$ cat src/sv/cdfs_pkg.sv
// Shared types and constants of the CDF table inverse sampler.
// Used by the controller, the datapath and the top level; depends on nothing.
package cdfs_pkg;

	// Input item and result field widths
	localparam int INDEX_W    = 10;
	localparam int CDF_W      = 32;
	localparam int BIN_W      = 10;
	localparam int FRAC_OUT_W = 16;
	localparam int VALUE_W    = 52;

	// Configuration registers
	localparam int BASE_W     = 32;
	localparam int STEP_W     = 24;
	localparam int CFG_DATA_W = 32;
	localparam int CFG_IDX_W  = 1;

	// Shared multiplier: bin step times bin number or quotient
	localparam int MUL_B_W = 32;
	localparam int MUL_W   = STEP_W + MUL_B_W;

	// Item command codes
	localparam logic CMD_LOAD   = 1'b0;
	localparam logic CMD_SAMPLE = 1'b1;

	// Register indexes
	localparam logic [CFG_IDX_W-1:0] REG_BASE_FREQUENCY = 1'b0;
	localparam logic [CFG_IDX_W-1:0] REG_BIN_STEP       = 1'b1;

	// Controller to datapath
	typedef struct packed {
		logic load;      // write a table entry from the input transfer
		logic start;     // take a sample item, issue first search read
		logic search;    // one binary search step
		logic rd_lo;     // capture lower entry, multiply bin by step
		logic rd_hi;     // capture upper entry, set up divider
		logic div_step;  // one quotient bit
		logic mul_frac;  // multiply quotient by step
		logic out_load;  // load the output register
	} cdfs_cmd_t;

	// Datapath to controller
	typedef struct packed {
		logic search_done;
		logic div_skip;
		logic div_last;
		logic out_free;
	} cdfs_sts_t;

endpackage

$ cat src/sv/cdfs_ctrl.sv
// Sequencing controller of the CDF table inverse sampler.
// Depends on cdfs_pkg for the command and status structs.
module cdfs_ctrl (
	input  logic               clk,
	input  logic               arst_n,
	input  logic               in_valid,
	output logic               in_ready,
	input  logic               command,
	input  cdfs_pkg::cdfs_sts_t sts,
	output cdfs_pkg::cdfs_cmd_t cmd
);

	import cdfs_pkg::*;

	typedef enum logic [2:0] {
		ST_IDLE,
		ST_SEARCH,
		ST_RD_LO,
		ST_RD_HI,
		ST_DIV,
		ST_MUL,
		ST_OUT
	} state_t;

	state_t state_q;
	logic   xfer;

	assign in_ready = (state_q == ST_IDLE);
	assign xfer     = in_valid && in_ready;

	// Command decode
	always_comb begin
		cmd          = '0;
		cmd.load     = xfer && (command == CMD_LOAD);
		cmd.start    = xfer && (command == CMD_SAMPLE);
		cmd.search   = (state_q == ST_SEARCH);
		cmd.rd_lo    = (state_q == ST_RD_LO);
		cmd.rd_hi    = (state_q == ST_RD_HI);
		cmd.div_step = (state_q == ST_DIV);
		cmd.mul_frac = (state_q == ST_MUL);
		cmd.out_load = (state_q == ST_OUT) && sts.out_free;
	end

	// State register
	always_ff @(posedge clk or negedge arst_n) begin
		if (!arst_n) begin
			state_q <= ST_IDLE;
		end else begin
			unique case (state_q)
				ST_IDLE: begin
					if (xfer && (command == CMD_SAMPLE)) begin
						state_q <= ST_SEARCH;
					end
				end
				ST_SEARCH: begin
					if (sts.search_done) begin
						state_q <= ST_RD_LO;
					end
				end
				ST_RD_LO: begin
					state_q <= ST_RD_HI;
				end
				ST_RD_HI: begin
					state_q <= sts.div_skip ? ST_MUL : ST_DIV;
				end
				ST_DIV: begin
					if (sts.div_last) begin
						state_q <= ST_MUL;
					end
				end
				ST_MUL: begin
					state_q <= ST_OUT;
				end
				ST_OUT: begin
					if (sts.out_free) begin
						state_q <= ST_IDLE;
					end
				end
				default: begin
					state_q <= ST_IDLE;
				end
			endcase
		end
	end

endmodule

$ cat config.mk
export PLATFORM = sky130hd
export DESIGN_NAME = cdfs_ctrl
export DESIGN_NICKNAME = d
export VERILOG_FILES = /design/src/sv/cdfs_pkg.sv /design/src/sv/cdfs_ctrl.sv
export SDC_FILE = /design/constraint.sdc
export NUM_CORES = 1
export LEC_CHECK = 0
export ABC_AREA = 1
export BUFFER_PORTS_ARGS = -buffer_cell sky130_fd_sc_hd__buf_2
export CAP_MARGIN = 20
export CORE_AREA = 2 2 39 41
export CTS_BUF_LIST = sky130_fd_sc_hd__clkbuf_4
export CTS_CLUSTER_SIZE = 24
export DETAILED_ROUTE_END_ITERATION = 8
export DIE_AREA = 0 0 41 43
export PLACE_DENSITY = 0.44
export SETUP_SLACK_MARGIN = 0.4
export SLEW_MARGIN = 5
export SYNTH_ARGS = -nofsm -noshare
export SYNTH_HDL_FRONTEND = slang
export SYNTH_SLANG_ARGS = --single-unit
export TNS_END_PERCENT = 30
$ cat constraint.sdc
create_clock -name clk -period 1.45 [get_ports clk]
set_clock_uncertainty 0.1 [all_clocks]
set_input_delay 0.0725 -clock clk [delete_from_list [all_inputs] [get_ports clk]]
set_output_delay 0.0725 -clock clk [all_outputs]
set_load 0.02 [all_outputs]
### Word level (Yosys, flattened, before mapping)

Index checks and enable logic that the tools add are counted.

* bits in registers: 3
* bits in latches: 0
* RAM bits: 0
* memory bits (read-only): 0
* bits of input ports: 8
* word-level logic and storage cells: 24
* memories kept: 0

* $add $sub $neg: 0
* multipliers: 0
* div/mod/pow operators: 0
* order comparisons: 0
* eq/ne operators: 10
* shift operators: 0
* muxes and demuxes: 6
* bitwise gates (word level): 1
* reduce and logical (&&, ||, !) cells: 6

Operator list (count)
* case mux 3 bit (7 select lines): 1
* 2-to-1 mux 3 bit: 4
* equality test 3 bit, second input constant: 3
* equality test 3 x 2 -> 1 bit, second input constant: 2
* inequality test 2 bit, second input constant: 3
* logical AND 1 bit: 4
* AND reduction 4 bit: 1
* equality test 3 x 1 -> 1 bit, second input constant: 1
* zero test 3 bit: 1
* inequality test 2 x 1 -> 1 bit, second input constant: 1
* 2-to-1 mux 1 bit: 1
* NOT 1 bit: 1

### Depth between registers and ports, before layout

* word-level depth: 5
* mapped depth: 7
* gate-level depth less buffers: 7

### Worst setup path before layout

OpenSTA, ideal clock, no wires.

* path type: register -> output
* start point: reg state_q[0]
* end point: out cmd[6] (netlist name)
* arrival: 1361 ps
* setup slack: -84 ps
* stages on the path, launching flop included: 5
* buffers on the path: 1
* cell sequence: dfrtp_1 > clkbuf_8 > nor3_2 > nand2_1 > nor2_1

RTL lines
* start: declaration: line cdfs_ctrl.sv:25 `state_t state_q;`
* start signal: assignment: line cdfs_ctrl.sv:64 `state_q <= sts.div_skip ? ST_MUL : ST_DIV;`
* end: declaration: line cdfs_ctrl.sv:10 `output cdfs_pkg::cdfs_cmd_t cmd`

==> flow_summary.yaml <==
sta:
  worst_hold_slack_ns: 0.01117
  tightestPinTransition_ns: 0.1578
  timing.final.ws_setup_ns: 0.09257
  drv_slew: 0
  period_needed_ns: 1.357
  max_freq_ghz: 0.7367
  finalSetupViolations: 0
  rsz0062_at_grt: "yes"
  tns_ns: 0
  finalHoldViolations: 0
  period_share_pct: 93.62
  max_slew_margin_pct: 89.44
place:
  dpl_worst_slack_ns: 0.1517
  placed_cells: 80
  portBuffers: 16
  hpwl_um: 599.6
  place_congestion: 0.8029
global_route:
  grt_pass1_vias: 323
  grt_overflow: 0
  track_usage_pct: 9.889
  grt_max_degree: 6
  antenna_found_initial: 0
  grt_pass1_wl_um: 1214
yosys:
  syn_area_um2: 294.0
  synth_flop_cell: "dfrtp_1"
  synthMuxAreaShare_pct: 0
  synth_xor_area_share_pct: 0
  yosysTopAreaCellShare_pct: 25.53
  synth_top_family_by_area: "simple AND/OR/NAND/NOR gates"
  yosys.cell_types.count: 13
  synth_compound_area_share_pct: 2.979
  ys_top_cells_by_count: "nand2_1 (13), inv_1 (11), nand3_1 (6)"
  yosys.area_share.simple_pct: 50.21
  synth_area_per_cell_um2: 6.001
  synth_area_leaders: "dfrtp_1 (26%), nand2_1 (17%), inv_1 (14%)"
  synthArstFlopShare_pct: 100.0
  yosysWarnings: 0
  synth_nets: 57
  synth_edf_count: 0
  synth_most_common_cell: "nand2_1"
  ys_seq_area_share_pct: 25.53
  syn-instance-count: 49
  yosys_register_bits: 3
  synth_area_leader_cell: "dfrtp_1"
  synthAdderAreaFrac_pct: 0
clocking:
  cts_htree_levels: 1
  clock_latency_ns: 0.22
  cts_tree: "built"
  clock_sinks: 3
  clk_pin_slew_worst_paths_ns: 0.04
  clockRootBuffer: "clkbuf_4"
  clockBufferDepth: 2
  cts_inserted_buffers: 3
worst_setup_path:
  arrival_ns: 1.18
  required_ns: 1.28
  reg2reg_depth: 8
  critPathMaxFanout: 3
  critPathMaxStageDelay_ns: 0.43
  cp_slowest_cell: "dfrtp_2"
  r2r_start: "state_q[1]$_DFFE_PN0P_"
  worst-r2r-setup-slack_ns: 0.14
  crit_start: "state_q[0]$_DFFE_PN0P_"
  start_kind: "flip-flop"
  reg2reg_to: "state_q[2]$_DFFE_PN0P_"
  crit_chain: "nor3_4 -> nand2_2 -> nor2_4 -> buf_6"
  endpoint_kind: "primary output"
  crit_type: "reg2out"
final_layout:
  area_delta_synth_final_pct: 72.77
  diodes: 0
  multi_input_area_um2: 185.2
  fill_cells: 172
  reg.largest.list: "state_q: 3 flops"
  regMostFlops: "state_q"
  final_util_pct: 36.71
  final_nets: 83
  finish.cell_count_without_fillers: 90
  seq_area_um2: 78.83
  layout-drive-gt1-share_pct: 55.41
  largest_reg_flops: 3
drt:
  drc: 0
  postRouteAntennaNets: 0
  vias: 365
  vias_per_cell: 4.056
  wl_per_cell_um: 8.956
  drt_first_pass_iters: 2
  drt_iter0_drc: 2
  wl_um: 806
hold_path:
  hp-start: "sts[3]"
  min_delay_path_depth: 4
  hp-class: "in2reg"
  hold-path-endpoint: "state_q[0]$_DFFE_PN0P_"
floorplanning:
  die_w_um: 41
  initial_core_util_pct: 21.25
  die_y_um: 43
  core_mm2: 0.001384
  die_area_mm2: 0.001763
  pin_count: 17
  row_count: 14
outcome:
  outcome: "finished, final reports clean"
power:
  power_density_mw_per_mm2: 2008
  leakage_nw: 0.3091
  ir_drop_v: 0.0009015
flow_run:
  cap_violations: 0
-- timing repair --
action                     CTS  global route
resized for setup            9             1
buffers inserted             5             0
pin swaps                    2             0
setup endpoints to repair   12            12
hold buffers                 1             0
hold endpoints to repair     3             0
-- power breakdown --
group          switching [mW]  total [mW]  internal (mW)  leakage, nW
clock network          0.0380       0.159          0.121       0.0184
registers              0.0611       0.188          0.127       0.0342
logic                   0.386       0.672          0.286        0.257
-- how the worst max path moves through the flow --
stage / endpoint / cells after the start
4_1_cts: cmd[6] / 4
2_1_floorplan: cmd[6] / 3
3_5_place_dp: state_q[2]$_DFFE_PN0P_ / 7
3_3_place_gp: state_q[1]$_DFFE_PN0P_ / 7
5_1_grt: cmd[7] / 4
6_report: cmd[7] / 4
-- through the flow --
step	total power, mW	cell area (µm²)
2_1_floorplan	0.6130	317.8
3_3_place_gp	0.7197	404.1
5_1_grt	1.107	508.0
4_1_cts	1.027	505.5
3_5_place_dp	0.7273	404.1
6_report	1.020	508.0
-- metal layers --
layer  global-route usage [%]  vias up  share of wire (%)
li1                         -      197                  -
met1                    13.73      160                 44
met2                    15.63        8                 51
met3                        0        0                5.1
met4                    4.000        0                  0
met5                        0        -                  0
-- logic make-up after synthesis --
group	after synthesis
flops	3
buf+inv	14
simple gates	31
compound gates	1
-- critical path, delay by kind of cell, from the launching register on --
kind                   cells  cell delay, ns
buffers and inverters      1            0.12
flip-flops                 1            0.43
AND/OR/NAND/NOR            3            0.41
-- final cells by class --
cell class	count	share of cell area (%)
repair buffers	22	28.57
clock buffers	4	5.911
well taps	16	3.941
multi-input cells	32	36.45
flip-flops and latches	3	15.52
inverters	13	9.606
-- layout by cell type, fill, tap and decap left out, types with 3 or more instances in the layout --
cell type,count
dfrtp_2,3
nand2_1,12
buf_4,7
nor2_2,3
inv_1,11
nor2_1,3
buf_2,12
nand3_1,6
clkbuf_4,4
Note: power is estimated with default switching activity, not from simulation.
